<file path="config.mk">
export PLATFORM = sky130hd
export DESIGN_NAME = best_fit_heap_allocator_core
export DESIGN_NICKNAME = d
export VERILOG_FILES = /design/src/sv/bfha_pkg.sv /design/src/sv/bfha_ram.sv /design/src/sv/bfha_ctrl.sv /design/src/sv/bfha_dp.sv /design/src/sv/best_fit_heap_allocator_core.sv
export SDC_FILE = /design/constraint.sdc
export NUM_CORES = 2
export LEC_CHECK = 0
export BUFFER_PORTS_ARGS = -buffer_cell sky130_fd_sc_hd__buf_2
export CAP_MARGIN = 20
export CORE_UTILIZATION = 35
export CTS_CLUSTER_SIZE = 12
export DETAILED_ROUTE_END_ITERATION = 10
export PLACE_DENSITY_LB_ADDON = 0.3
export SLEW_MARGIN = 5
export SYNTH_ARGS = -nofsm -noshare
export SYNTH_HDL_FRONTEND = slang
export SYNTH_SLANG_ARGS = --single-unit
</file>
<file path="constraint.sdc">
create_clock -name clk -period 7.8 [get_ports clk]
set_input_delay 0 -clock clk [delete_from_list [all_inputs] [get_ports clk]]
set_output_delay 0 -clock clk [all_outputs]
set_load 0.03 [all_outputs]
</file>
<file path="src/sv/bfha_pkg.sv">
`timescale 1ns / 1ps
package bfha_pkg;

  localparam int OFF_W = 20;
  localparam int LEN_W = 21;
  localparam int REQ_W = 21;
  localparam int ST_W  = 3;

  localparam int DEF_MAX_SEGMENTS = 64;
  localparam int DEF_OFFSET_BITS  = 20;
  localparam logic [LEN_W-1:0] HEAP_RESET = 21'd1048576;

  typedef enum logic [ST_W-1:0] {
    ST_OK     = 3'd0,
    ST_NOFIT  = 3'd1,
    ST_BADPTR = 3'd2,
    ST_FULL   = 3'd3,
    ST_ZERO   = 3'd4
  } status_t;

  typedef enum logic [1:0] {
    WR_INIT  = 2'd0,
    WR_SPARE = 2'd1,
    WR_BEST  = 2'd2,
    WR_MERGE = 2'd3
  } wr_sel_t;

  typedef enum logic [1:0] {
    SCAN_FIT   = 2'd0,
    SCAN_FIND  = 2'd1,
    SCAN_NEIGH = 2'd2
  } scan_mode_t;

  typedef struct packed {
    logic       load;
    logic       clr_scan;
    logic       scan_en;
    scan_mode_t mode;
    logic       wr_en;
    wr_sel_t    wr_sel;
    logic       out_load;
    status_t    code;
  } cmd_t;

  typedef struct packed {
    logic action;
    logic size_zero;
    logic scan_done;
    logic best_found;
    logic spare_found;
    logic rest_nz;
    logic cur_found;
    logic cur_busy;
  } stat_t;

endpackage

</file>
<file path="src/sv/bfha_ram.sv">
`timescale 1ns / 1ps
module bfha_ram #(
  parameter int WIDTH = 8,
  parameter int DEPTH = 64
) (
  input  logic                     clk,
  input  logic                     we,
  input  logic [$clog2(DEPTH)-1:0] waddr,
  input  logic [WIDTH-1:0]         wdata,
  input  logic [$clog2(DEPTH)-1:0] raddr,
  output logic [WIDTH-1:0]         rdata
);

  logic [WIDTH-1:0] mem [DEPTH];

  always_ff @(posedge clk) begin
    if (we) begin
      mem[waddr] <= wdata;
    end
    rdata <= mem[raddr];
  end

endmodule

</file>
<file path="src/sv/bfha_ctrl.sv">
`timescale 1ns / 1ps
module bfha_ctrl (
  input  logic            clk,
  input  logic            rst,
  input  logic            start,
  input  logic            cfg_valid,
  output logic            busy,
  output logic            cfg_ready,
  input  bfha_pkg::stat_t stat,
  output bfha_pkg::cmd_t  cmd
);

  typedef enum logic [3:0] {
    S_INIT, S_IDLE, S_DISPATCH, S_A_SCAN, S_A_DECIDE, S_A_WSPARE, S_A_WBEST,
    S_F_SCAN1, S_F_CHECK, S_F_SCAN2, S_F_WRITE
  } state_t;

  state_t state, state_next;

  assign busy      = (state != S_IDLE);
  assign cfg_ready = (state == S_IDLE) && !start;

  always_comb begin
    state_next   = state;
    cmd          = '0;
    cmd.mode     = bfha_pkg::SCAN_FIT;
    cmd.wr_sel   = bfha_pkg::WR_INIT;
    cmd.code     = bfha_pkg::ST_OK;
    unique case (state)
      S_INIT: begin
        cmd.wr_en  = 1'b1;
        state_next = S_IDLE;
      end
      S_IDLE: begin
        if (start) begin
          cmd.load   = 1'b1;
          state_next = S_DISPATCH;
        end else if (cfg_valid) begin
          state_next = S_INIT;
        end
      end
      S_DISPATCH: begin
        cmd.clr_scan = 1'b1;
        if (stat.action) begin
          state_next = S_F_SCAN1;
        end else if (stat.size_zero) begin
          cmd.out_load = 1'b1;
          cmd.code     = bfha_pkg::ST_ZERO;
          state_next   = S_IDLE;
        end else begin
          state_next = S_A_SCAN;
        end
      end
      S_A_SCAN: begin
        cmd.scan_en = 1'b1;
        cmd.mode    = bfha_pkg::SCAN_FIT;
        if (stat.scan_done) state_next = S_A_DECIDE;
      end
      S_A_DECIDE: begin
        if (!stat.best_found) begin
          cmd.out_load = 1'b1;
          cmd.code     = bfha_pkg::ST_NOFIT;
          state_next   = S_IDLE;
        end else if (stat.rest_nz && !stat.spare_found) begin
          cmd.out_load = 1'b1;
          cmd.code     = bfha_pkg::ST_FULL;
          state_next   = S_IDLE;
        end else if (stat.rest_nz) begin
          state_next = S_A_WSPARE;
        end else begin
          state_next = S_A_WBEST;
        end
      end
      S_A_WSPARE: begin
        cmd.wr_en  = 1'b1;
        cmd.wr_sel = bfha_pkg::WR_SPARE;
        state_next = S_A_WBEST;
      end
      S_A_WBEST: begin
        cmd.wr_en    = 1'b1;
        cmd.wr_sel   = bfha_pkg::WR_BEST;
        cmd.out_load = 1'b1;
        state_next   = S_IDLE;
      end
      S_F_SCAN1: begin
        cmd.scan_en = 1'b1;
        cmd.mode    = bfha_pkg::SCAN_FIND;
        if (stat.scan_done) state_next = S_F_CHECK;
      end
      S_F_CHECK: begin
        if (!stat.cur_found || !stat.cur_busy) begin
          cmd.out_load = 1'b1;
          cmd.code     = bfha_pkg::ST_BADPTR;
          state_next   = S_IDLE;
        end else begin
          cmd.clr_scan = 1'b1;
          state_next   = S_F_SCAN2;
        end
      end
      S_F_SCAN2: begin
        cmd.scan_en = 1'b1;
        cmd.mode    = bfha_pkg::SCAN_NEIGH;
        if (stat.scan_done) state_next = S_F_WRITE;
      end
      S_F_WRITE: begin
        cmd.wr_en    = 1'b1;
        cmd.wr_sel   = bfha_pkg::WR_MERGE;
        cmd.out_load = 1'b1;
        state_next   = S_IDLE;
      end
      default: state_next = S_IDLE;
    endcase
  end

  always_ff @(posedge clk) begin
    if (rst) begin
      state <= S_INIT;
    end else begin
      state <= state_next;
    end
  end

endmodule

</file>
<file path="src/sv/bfha_dp.sv">
`timescale 1ns / 1ps
module bfha_dp #(
  parameter int MAX_SEGMENTS = bfha_pkg::DEF_MAX_SEGMENTS,
  parameter int OFFSET_BITS  = bfha_pkg::DEF_OFFSET_BITS
) (
  input  logic                        clk,
  input  logic                        rst,
  input  logic                        cfg_we,
  input  logic [bfha_pkg::LEN_W-1:0]  cfg_data,
  input  logic                        action,
  input  logic [bfha_pkg::REQ_W-1:0]  request_bytes,
  input  logic [bfha_pkg::OFF_W-1:0]  release_offset,
  input  bfha_pkg::cmd_t              cmd,
  output bfha_pkg::stat_t             stat,
  output logic                        result_valid,
  output logic [bfha_pkg::OFF_W-1:0]  block_offset,
  output logic [bfha_pkg::LEN_W-1:0]  granted_bytes,
  output logic [bfha_pkg::ST_W-1:0]   status
);

  localparam int OW = bfha_pkg::OFF_W;
  localparam int LW = bfha_pkg::LEN_W;
  localparam int IW = $clog2(MAX_SEGMENTS);
  localparam int CW = IW + 1;
  localparam int EW = OW + LW;
  localparam logic [63:0] OFF_LIM = 64'd1 << OFFSET_BITS;
  localparam logic [LW-1:0] HEAP_LIM =
    (OFF_LIM < 64'd1048576) ? LW'(OFF_LIM) : LW'(1048576);

  logic [LW-1:0]   heap;
  logic [LW-1:0]   heap_clamp;
  logic            act;
  logic [LW:0]     size;
  logic [OW-1:0]   addr;

  logic [MAX_SEGMENTS-1:0] valid_q, busy_q;

  logic [CW-1:0]   cnt;
  logic            p_vld;
  logic [IW-1:0]   p_idx;

  logic            we;
  logic [IW-1:0]   waddr;
  logic [EW-1:0]   wdata, rdata;
  logic [OW-1:0]   r_st;
  logic [LW-1:0]   r_len;
  logic            r_v, r_b;

  logic            best_f, spare_f, cur_f, cur_b, nb_f, nb_b, pr_f;
  logic [IW-1:0]   best, spare, cur, nb, pr;
  logic [OW-1:0]   best_st, cur_st, pr_st;
  logic [LW-1:0]   best_len, cur_len, nb_len, pr_len;
  logic [LW-1:0]   cur_end, mlen, plen;
  logic [LW:0]     r_end;

  // Clamp the written heap size to the addressable range, whole words, at least one word
  always_comb begin
    heap_clamp = (cfg_data > HEAP_LIM) ? HEAP_LIM : cfg_data;
    heap_clamp = {heap_clamp[LW-1:2], 2'b00};
    if (heap_clamp < LW'(4)) heap_clamp = LW'(4);
  end

  always_ff @(posedge clk) begin
    if (rst) begin
      heap <= bfha_pkg::HEAP_RESET;
    end else if (cfg_we) begin
      heap <= heap_clamp;
    end
  end

  always_ff @(posedge clk) begin
    if (cmd.load) begin
      act  <= action;
      size <= ({1'b0, request_bytes} + (LW+1)'(3)) & ~(LW+1)'(3);
      addr <= release_offset;
    end
  end

  // Scan sequencer: one table read a cycle while scan_en is set, read data registered and back in the next cycle
  always_ff @(posedge clk) begin
    if (rst || cmd.clr_scan) begin
      cnt   <= '0;
      p_vld <= 1'b0;
    end else begin
      p_vld <= cmd.scan_en && (cnt != CW'(MAX_SEGMENTS));
      if (cmd.scan_en && (cnt != CW'(MAX_SEGMENTS))) cnt <= cnt + CW'(1);
    end
  end

  always_ff @(posedge clk) begin
    p_idx <= cnt[IW-1:0];
  end

  bfha_ram #(.WIDTH(EW), .DEPTH(MAX_SEGMENTS)) u_table (
    .clk   (clk),
    .we    (we),
    .waddr (waddr),
    .wdata (wdata),
    .raddr (cnt[IW-1:0]),
    .rdata (rdata)
  );

  assign r_st    = rdata[EW-1:LW];
  assign r_len   = rdata[LW-1:0];
  assign r_v     = valid_q[p_idx];
  assign r_b     = busy_q[p_idx];
  assign r_end   = {1'b0, LW'(r_st)} + {1'b0, r_len};
  assign cur_end = LW'(cur_st) + cur_len;
  assign mlen    = cur_len + ((nb_f && !nb_b) ? nb_len : '0);
  assign plen    = pr_len + mlen;

  always_ff @(posedge clk) begin
    if (cmd.load) begin
      best_f  <= 1'b0;
      spare_f <= 1'b0;
      cur_f   <= 1'b0;
      nb_f    <= 1'b0;
      pr_f    <= 1'b0;
    end else if (p_vld) begin
      unique case (cmd.mode)
        bfha_pkg::SCAN_FIT: begin
          if (r_v && !r_b && ({1'b0, r_len} >= size) &&
              (!best_f || r_len < best_len || (r_len == best_len && r_st < best_st))) begin
            best_f   <= 1'b1;
            best     <= p_idx;
            best_st  <= r_st;
            best_len <= r_len;
          end
          if (!r_v && !spare_f) begin
            spare_f <= 1'b1;
            spare   <= p_idx;
          end
        end
        bfha_pkg::SCAN_FIND: begin
          if (r_v && r_st == addr && !cur_f) begin
            cur_f   <= 1'b1;
            cur     <= p_idx;
            cur_st  <= r_st;
            cur_len <= r_len;
            cur_b   <= r_b;
          end
        end
        bfha_pkg::SCAN_NEIGH: begin
          if (r_v && LW'(r_st) == cur_end && !nb_f) begin
            nb_f   <= 1'b1;
            nb     <= p_idx;
            nb_len <= r_len;
            nb_b   <= r_b;
          end
          if (r_v && !r_b && p_idx != cur && r_end == {1'b0, LW'(cur_st)} && !pr_f) begin
            pr_f   <= 1'b1;
            pr     <= p_idx;
            pr_st  <= r_st;
            pr_len <= r_len;
          end
        end
        default: ;
      endcase
    end
  end

  // Table write port
  always_comb begin
    we    = cmd.wr_en;
    waddr = '0;
    wdata = '0;
    unique case (cmd.wr_sel)
      bfha_pkg::WR_INIT:  wdata = {OW'(0), heap};
      bfha_pkg::WR_SPARE: begin
        waddr = spare;
        wdata = {best_st + size[OW-1:0], best_len - size[LW-1:0]};
      end
      bfha_pkg::WR_BEST: begin
        waddr = best;
        wdata = {best_st, size[LW-1:0]};
      end
      bfha_pkg::WR_MERGE: begin
        waddr = pr_f ? pr : cur;
        wdata = pr_f ? {pr_st, plen} : {cur_st, mlen};
      end
      default: ;
    endcase
  end

  always_ff @(posedge clk) begin
    if (rst) begin
      valid_q <= '0;
      busy_q  <= '0;
    end else if (cmd.wr_en) begin
      unique case (cmd.wr_sel)
        bfha_pkg::WR_INIT: begin
          valid_q    <= '0;
          valid_q[0] <= 1'b1;
          busy_q     <= '0;
        end
        bfha_pkg::WR_SPARE: begin
          valid_q[spare] <= 1'b1;
          busy_q[spare]  <= 1'b0;
        end
        bfha_pkg::WR_BEST: busy_q[best] <= 1'b1;
        bfha_pkg::WR_MERGE: begin
          busy_q[cur] <= 1'b0;
          if (nb_f && !nb_b) valid_q[nb] <= 1'b0;
          if (pr_f) valid_q[cur] <= 1'b0;
        end
        default: ;
      endcase
    end
  end

  always_ff @(posedge clk) begin
    if (rst) begin
      result_valid <= 1'b0;
    end else begin
      result_valid <= cmd.out_load;
    end
  end

  always_ff @(posedge clk) begin
    if (cmd.out_load) begin
      status <= cmd.code;
      if (cmd.code != bfha_pkg::ST_OK) begin
        block_offset  <= '0;
        granted_bytes <= '0;
      end else if (act) begin
        block_offset  <= pr_f ? pr_st : cur_st;
        granted_bytes <= pr_f ? plen : mlen;
      end else begin
        block_offset  <= best_st;
        granted_bytes <= size[LW-1:0];
      end
    end
  end

  assign stat.action      = act;
  assign stat.size_zero   = (size == '0);
  assign stat.scan_done   = (cnt == CW'(MAX_SEGMENTS)) && !p_vld;
  assign stat.best_found  = best_f;
  assign stat.spare_found = spare_f;
  assign stat.rest_nz     = (best_len != size[LW-1:0]);
  assign stat.cur_found   = cur_f;
  assign stat.cur_busy    = cur_b;

endmodule

</file>
<file path="src/sv/best_fit_heap_allocator_core.sv">
`timescale 1ns / 1ps
// Channel   Ports                                               Transfer
// request   start, busy, action, request_bytes, release_offset  start & !busy
// result    result_valid, block_offset, granted_bytes, status   result_valid, one cycle
// config    cfg_valid, cfg_ready, cfg_data (heap_bytes)         cfg_valid & cfg_ready
//
// The time from request transfer to result transfer is set by the sequential walk over
// the segment table through its single read port: allocate walks it once (and skips the
// spare write with no split), free walks it twice.
// Reset and every heap size write rebuild entry zero in the S_INIT state.
// The result strobe lasts one cycle; the receiver cannot stall it.
module best_fit_heap_allocator_core #(
  parameter int MAX_SEGMENTS = bfha_pkg::DEF_MAX_SEGMENTS,
  parameter int OFFSET_BITS  = bfha_pkg::DEF_OFFSET_BITS
) (
  input  logic                        clk,
  input  logic                        rst,
  input  logic                        start,
  output logic                        busy,
  input  logic                        action,
  input  logic [bfha_pkg::REQ_W-1:0]  request_bytes,
  input  logic [bfha_pkg::OFF_W-1:0]  release_offset,
  output logic                        result_valid,
  output logic [bfha_pkg::OFF_W-1:0]  block_offset,
  output logic [bfha_pkg::LEN_W-1:0]  granted_bytes,
  output logic [bfha_pkg::ST_W-1:0]   status,
  input  logic                        cfg_valid,
  output logic                        cfg_ready,
  input  logic [bfha_pkg::LEN_W-1:0]  cfg_data
);

  bfha_pkg::cmd_t  cmd;
  bfha_pkg::stat_t stat;

  // Controller: sequence scans, table writes and the result transfer
  bfha_ctrl u_ctrl (
    .clk       (clk),
    .rst       (rst),
    .start     (start),
    .cfg_valid (cfg_valid),
    .busy      (busy),
    .cfg_ready (cfg_ready),
    .stat      (stat),
    .cmd       (cmd)
  );

  // Datapath: segment table, scan compare logic and result registers
  bfha_dp #(
    .MAX_SEGMENTS (MAX_SEGMENTS),
    .OFFSET_BITS  (OFFSET_BITS)
  ) u_dp (
    .clk            (clk),
    .rst            (rst),
    .cfg_we         (cfg_valid && cfg_ready),
    .cfg_data       (cfg_data),
    .action         (action),
    .request_bytes  (request_bytes),
    .release_offset (release_offset),
    .cmd            (cmd),
    .stat           (stat),
    .result_valid   (result_valid),
    .block_offset   (block_offset),
    .granted_bytes  (granted_bytes),
    .status         (status)
  );

endmodule
</file>
* Word level (Yosys, flattened, before mapping)
Memory sizes are Yosys's and may differ from the RTL's. A register that Yosys moved wholly into a read port is not among the register bits.
Index checks and enable logic that the tools add are counted.
** Word-level totals
- Register bits after elaboration :: 434
- Word-level logic and storage cells :: 212
- Bits of input ports :: 67
- Memory bits (writable) :: 2624
- Memories :: 1
** Operators by class
- Reduce and logical (&&, ||, !) cells :: 58
- Add/subtract/negate cells :: 8
- Bitwise logic cells :: 11
- Multiplexer cells :: 58
- $lt $le $gt $ge :: 14
- Equal/unequal tests :: 28
** Memory list
- u_dp.u_table.mem :: depth 64, bits a word 41, rd ports 1, clocked after Yosys merged registers in 1, write ports 1, line bfha_ram.sv:14 : logic [WIDTH-1:0] mem [DEPTH];
** Operator list (number)
- $mux W64 :: 5
- $and A64 B64 Y64 :: 4
- $pmux W64 S4 :: 1
- $not A64 Y64 :: 3
- $pmux W64 S3 :: 1
- $pmux W41 S4 :: 1
- $or A64 B64 Y64 :: 2
- $mux W21 :: 5
- $mux W4 :: 12
- $add A21 B21 Y21 :: 2
- $mux W41 :: 1
- $mux W20 :: 2
- $lt A6 B7 Y1 const B :: 5
- $pmux W4 S8 :: 1
- $demux W1 S6 :: 4
- $ge A6 B1 Y1 const B :: 4
- $reduce_and A4 Y1 :: 6
- $add A20 B21 Y22 :: 1
- $add A21 B2 Y22 const B :: 1
- $eq A22 B20 Y1 :: 1
- $ge A21 B22 Y1 :: 1
- $logic_and A1 B1 Y1 :: 22
- $logic_not A22 Y1 :: 1
- $add A20 B21 Y21 :: 1
- 43 further kinds :: 90

* Depth between registers and ports, before layout
- Depth after elaboration :: 13
- Gate-level depth with buffers :: 26
- Depth with buffers taken out :: 25

* Hierarchy
From an unflattened synthesis, not the netlist that was laid out.
** Second synthesis, totals
- Cells, all modules :: 7348
- Area, all modules :: 129046.3 um2
** By module, submodules not included
- bfha_ram :: instances 1, cells an instance 4216, area each 100405.0 um2
- bfha_dp :: instances 1, cells an instance 3051, area each 28099.4 um2
- bfha_ctrl :: instances 1, cells an instance 80, area each 535.5 um2
- best_fit_heap_allocator_core :: instances 1, cells an instance 1, area each 6.3 um2

* Worst setup path after synthesis
Ideal clock, no wire load.
- Path kind :: register -> register
- Start point :: register u_dp.nb_b
- End point :: memory u_dp.u_table.mem[0][18] in the netlist's numbering (data pin)
- Buffers on the path :: 1
- Setup slack :: 0.743 ns
- Setup time :: 0.702 ns
- Data arrival time :: 6.355 ns
- Stages on the path, launching flop included :: 24
- Path through :: edfxtp_1 > nor2b_1 > clkbuf_1 > and2_1 > ha_1 > inv_1 > fa_1 > nor2b_1 > o31a_1 > nor4_1 > nor3_1 > o21ai_0 > nand2b_1 > a21oi_1 > xnor2_1 > ha_1 > a21oi_1 > and3_1 > a21oi_1 > a31oi_1 > a211o_1 > xnor2_1 > mux2i_1 > o21ai_0
** On the way
- Longest elaborated chain between the ends :: 7
** Ends and longest elaborated chain
- from (decl) :: line bfha_dp.sv:49 : logic best_f, spare_f, cur_f, cur_b, nb_f, nb_b, pr_f;
- from (signal assigned) :: line bfha_dp.sv:148 : nb_b <= r_b;
- $logic_not A1 Y1 * :: line bfha_dp.sv:109 : assign mlen = cur_len + ((nb_f && !nb_b) ? nb_len : '0);
- $logic_and A1 B1 Y1 * :: line bfha_dp.sv:109
- $mux W21 * :: line bfha_dp.sv:109
- $add A21 B21 Y21 * :: line bfha_dp.sv:109
- $add A21 B21 Y21 :: line bfha_dp.sv:110 : assign plen = pr_len + mlen;
- $mux W41 * :: line bfha_dp.sv:179 : wdata = pr_f ? {pr_st, plen} : {cur_st, mlen};
- $pmux W41 S4 * :: line bfha_dp.sv:167 : unique case (cmd.wr_sel)
- net u_dp.u_table.wdata[18] :: line bfha_ram.sv:9 : input logic [WIDTH-1:0] wdata,
- to (decl) :: line bfha_ram.sv:14
Mark *: on every way through the listed nets, which the timed path passes. The rest lies on a longest branch.

* Worst setup path after layout
- Start point :: register u_dp.nb_f
- End point :: memory u_dp.u_table.mem[61][19] in the netlist's numbering (data pin)
** On the way
- Longest elaborated chain between the ends :: 6
** Ends and longest elaborated chain
- from (decl) :: line bfha_dp.sv:49
- from (signal assigned) :: line bfha_dp.sv:117 : nb_f <= 1'b0;
- from (signal assigned) :: line bfha_dp.sv:145 : nb_f <= 1'b1;
- $logic_and A1 B1 Y1 * :: line bfha_dp.sv:109
- $mux W21 * :: line bfha_dp.sv:109
- $add A21 B21 Y21 * :: line bfha_dp.sv:109
- $add A21 B21 Y21 :: line bfha_dp.sv:110
- $mux W41 * :: line bfha_dp.sv:179
- $pmux W41 S4 * :: line bfha_dp.sv:167
- net u_dp.u_table.wdata[19] :: line bfha_ram.sv:9
Marks and branches as above.

==> impl_metrics.json <==
{
  "status": "finished clean",
  "grt_start_max_net_pins": 93,
  "clkTransAtPathRegs_ns": 0.06,
  "post-route-period-util": 0.7792,
  "synth_edf_count": 2885,
  "async_flop_share": 0,
  "die_w_microns": 606.1,
  "min_path_type": "in2reg",
  "drcViolationCount": 0,
  "clockRootBuffer": "clkbuf_16",
  "start_util": 0.3521,
  "power_density_nw_per_um2": 228.5,
  "area_growth_pct": 15.14,
  "chipHeight_microns": 606.1,
  "critPathMaxFanout": 64,
  "ys_seq_elements": 3097,
  "setup_viol": 0,
  "max-clock-path-buffers": 4,
  "ys_seq_area_frac": 0.7114,
  "hpwl_microns": 229200,
  "numPortBuffers": 113,
  "cts-buffers-inserted": 328,
  "worstPathArrival_ns": 6.64,
  "syn_nets": 7079,
  "syn_area_per_cell_sq_um": 18.71,
  "cts_tree": "done",
  "ir_drop_v": 0.0001756,
  "finalHoldViolations": 0,
  "dr_total_vias": 70480,
  "cp_top_family": "compound AO/OA/AOI/OAI gates",
  "io_pins": 114,
  "htreeDepth": 5,
  "cellLeakagePower_nw": 47.36,
  "place.gp.congestion": 0.8832,
  "path_class": "reg2reg",
  "synthFlopType": "edfxtp_1",
  "core_sq_um": 362800,
  "fin_nets": 7547,
  "clk_latency_ns": 0.91,
  "grt_pass1_vias": 70360,
  "num_rows": 221,
  "setup_tns_ns": 0,
  "syn_area_sq_um": 127700,
  "endpoint_kind": "flip-flop",
  "drive_gt1_frac": 0.2312,
  "gr-total-overflow": 0,
  "drtIter0Drc": 7944,
  "path_buf_inv": 3,
  "dr.pass1.iters": 9,
  "wirelength_microns": 374100,
  "fmax_mhz": 164.5,
  "cts_setup_buffers": 0,
  "rsz0062_at_grt": "no",
  "required_ns": 8.36,
  "p_total_mw": 33.61,
  "grt_use_total": 0.2003,
  "cp_slowest_cell": "buf_4",
  "synth_top_area_frac": 0.6782,
  "synthesis.instances": 6829,
  "period_needed_ns": 6.078,
  "synth.distinct_cells": 80,
  "worstPathCellList": "nor2b_1 -> buf_4 -> and2_1 -> ha_1 -> inv_1 -> fa_1 -> nor2b_1 -> o31a_1 -> o21a_1 -> nor2_1 -> xnor2_1 -> ha_1 -> or4_1 -> o22a_1 -> a311o_1 -> a2111oi_0 -> or3_1 -> o21ai_0 -> xor2_1 -> a21oi_1 -> o211ai_1 -> buf_4",
  "maxCapViolCount": 0,
  "drt.antenna.violating_nets": 0,
  "clock_skew_ns": 0.09599,
  "ys_top_cells_by_area": "edfxtp_1 (68%), mux4_2 (14%), dfxtp_1 (3.3%), ha_1 (1.7%), mux2i_1 (1.1%)",
  "relSlewSlack": 0.1727,
  "worstSetupStartpointType": "flip-flop",
  "yosys.area.top_type": "edfxtp_1",
  "via_per_inst": 5.724,
  "synth_warnings": 0,
  "wl_per_cell_microns": 30.39,
  "grt_pass1_wl_microns": 529200,
  "antenna_found_initial": 28,
  "cts.sinks": 3097,
  "die_area_sq_um": 367400,
  "worst_pin_slew_ns": 1.232,
  "final-max-slew-violation-count": 0,
  "cpPeakStageDelay_ns": 0.54
}
-- stage by stage --
stage,setup WS (ns),area (sq um),cells,utilization,hold slack (ns)
after floorplan,0.7431,127700,6829,-,0.09887
after global placement,1.738,135800,11590,0.3743,0.1803
after detailed placement,1.813,135800,11590,0.3743,0.1788
after CTS,1.782,146900,12290,0.4050,0.01469
after global routing,1.289,147100,12310,0.4054,0.06796
final,1.722,147100,12310,0.4054,0.07922
-- metal layers --
metal / vias to the layer above / track usage / wire length, microns
li1: 29070 / - / -
met1: 37890 / 0.2819 / 159100
met2: 2964 / 0.3249 / 178900
met3: 548 / 0.02948 / 26510
met4: 2 / 0.05365 / 9635
met5: - / 0 / 13
-- where the power goes --
part	internal, mW	switching (mW)	total (mW)
Sequential	18.0	0.143	18.2
Combinational	0.406	0.657	1.06
Clock	8.11	6.25	14.4
Total	26.6	7.05	33.6
-- cell families (layout without fill, tap and decap cells) --
family                     count (synthesis)  after routing  synth area share
buffers and inverters                    495           1175           0.01535
and+or+nand+nor                          930            930           0.03518
DFF                                     3097           3097            0.7114
AOI/OAI and AO/OA                        978            978           0.04997
other                                      0              9                 0
muxes                                    976            976            0.1582
xor gates and xnor gates                 170            170           0.01166
adders and majority gates                183            183           0.01828
-- cell usage after synthesis (9+ instances only) --
| cell | instances |
|---|---|
| a211oi_1 | 55 |
| a21o_1 | 51 |
| a21oi_1 | 266 |
| a221oi_1 | 66 |
| a22oi_1 | 41 |
| a311oi_1 | 61 |
| a31oi_1 | 17 |
| and2_1 | 32 |
| and3_1 | 19 |
| buf_1 | 78 |
| buf_2 | 37 |
| clkbuf_1 | 258 |
| dfxtp_1 | 212 |
| edfxtp_1 | 2885 |
| ha_1 | 177 |
| inv_1 | 113 |
| mux2i_1 | 144 |
| mux4_1 | 10 |
| mux4_2 | 821 |
| nand2_1 | 143 |
| nand2b_1 | 25 |
| nand3_1 | 56 |
| nand3b_1 | 14 |
| nand4_1 | 27 |
| nor2_1 | 349 |
| nor2b_1 | 37 |
| nor3_1 | 126 |
| nor3b_1 | 14 |
| nor4_1 | 22 |
| o211ai_1 | 12 |
| o21a_1 | 30 |
| o21ai_0 | 222 |
| o21bai_1 | 13 |
| o221ai_1 | 36 |
| o22a_1 | 10 |
| o22ai_1 | 22 |
| o31ai_1 | 11 |
| or2_2 | 9 |
| or3_1 | 17 |
| xnor2_1 | 102 |
| xor2_1 | 68 |
-- timing repair --
action                    in CTS  in global routing
hold endpoints to repair     124                  0
hold buffers                 159                  0
gates resized for setup        0                  0
-- placed cells by master, fill, tap and decap left out, types with 102 or more instances in the layout --
cell type,netlist,layout
nor3_1,126,124
clkbuf_16,0,334
inv_1,113,111
dlygate4sd3_1,0,159
xnor2_1,102,102
buf_4,0,225
buf_2,37,116
nor2_1,349,283
o21ai_0,222,208
dfxtp_1,212,204
ha_1,177,177
a21oi_1,266,261
mux4_2,821,821
mux2i_1,144,143
clkbuf_1,258,103
nand2_1,143,139
edfxtp_1,2885,2885
-- registers in the layout (all words and copies together) (netlist names), 7 cells and up --
name	flops
u_dp.u_table.mem	2624
u_dp.busy_q	64
u_dp.valid_q	64
u_dp.u_table.rdata	41
u_dp.best_len	21
u_dp.cur_len	21
u_dp.granted_bytes	21
u_dp.nb_len	21
u_dp.pr_len	21
u_dp.addr	20
u_dp.best_st	20
u_dp.block_offset	20
u_dp.cur_st	20
u_dp.pr_st	20
u_dp.size	20
u_dp.heap	19
u_dp.cnt	7
-- worst register-to-register path: cells and delay by family (launching register included) --
kind / cells / cell delay, ns
AO/OA/AOI/OAI: 8 / 2.02
AND/OR/NAND/NOR: 6 / 1.30
buffers and inverters: 3 / 0.85
adder cells (fa/ha/maj): 3 / 0.83
flip-flops: 1 / 0.37
XOR/XNOR: 2 / 0.32
-- worst paths after layout --
| path | from | to | slack (ns) | depth (start not counted) |
|---|---|---|---|---|
| setup / recovery | u_dp.nb_f$_SDFFE_PP0P_ | u_dp.u_table.mem[61][19]$_DFFE_PP_ | 1.72 | 22 |
| hold / removal | request_bytes[12] | u_dp.size[12]$_DFFE_PP_ | 0.08 | 3 |
| setup reg to reg | u_dp.nb_f$_SDFFE_PP0P_ | u_dp.u_table.mem[61][19]$_DFFE_PP_ | 1.72 | 22 |
| hold reg to reg | u_dp.spare_f$_SDFFE_PP0P_ | u_dp.spare_f$_SDFFE_PP0P_ | 0.49 | 1 |
-- final cells by class --
class                   instances  area, sq um
clock inverters                96        676.9
clock buffers                 446         8869
diodes                          9        22.52
well taps                    4794         5998
multi-input cells            3237        35980
fillers                     32270       215700
repair buffers                518         4202
flip-flops and latches       3097        90900
inverters                     115        431.7
(Power assumes the default switching activity.)
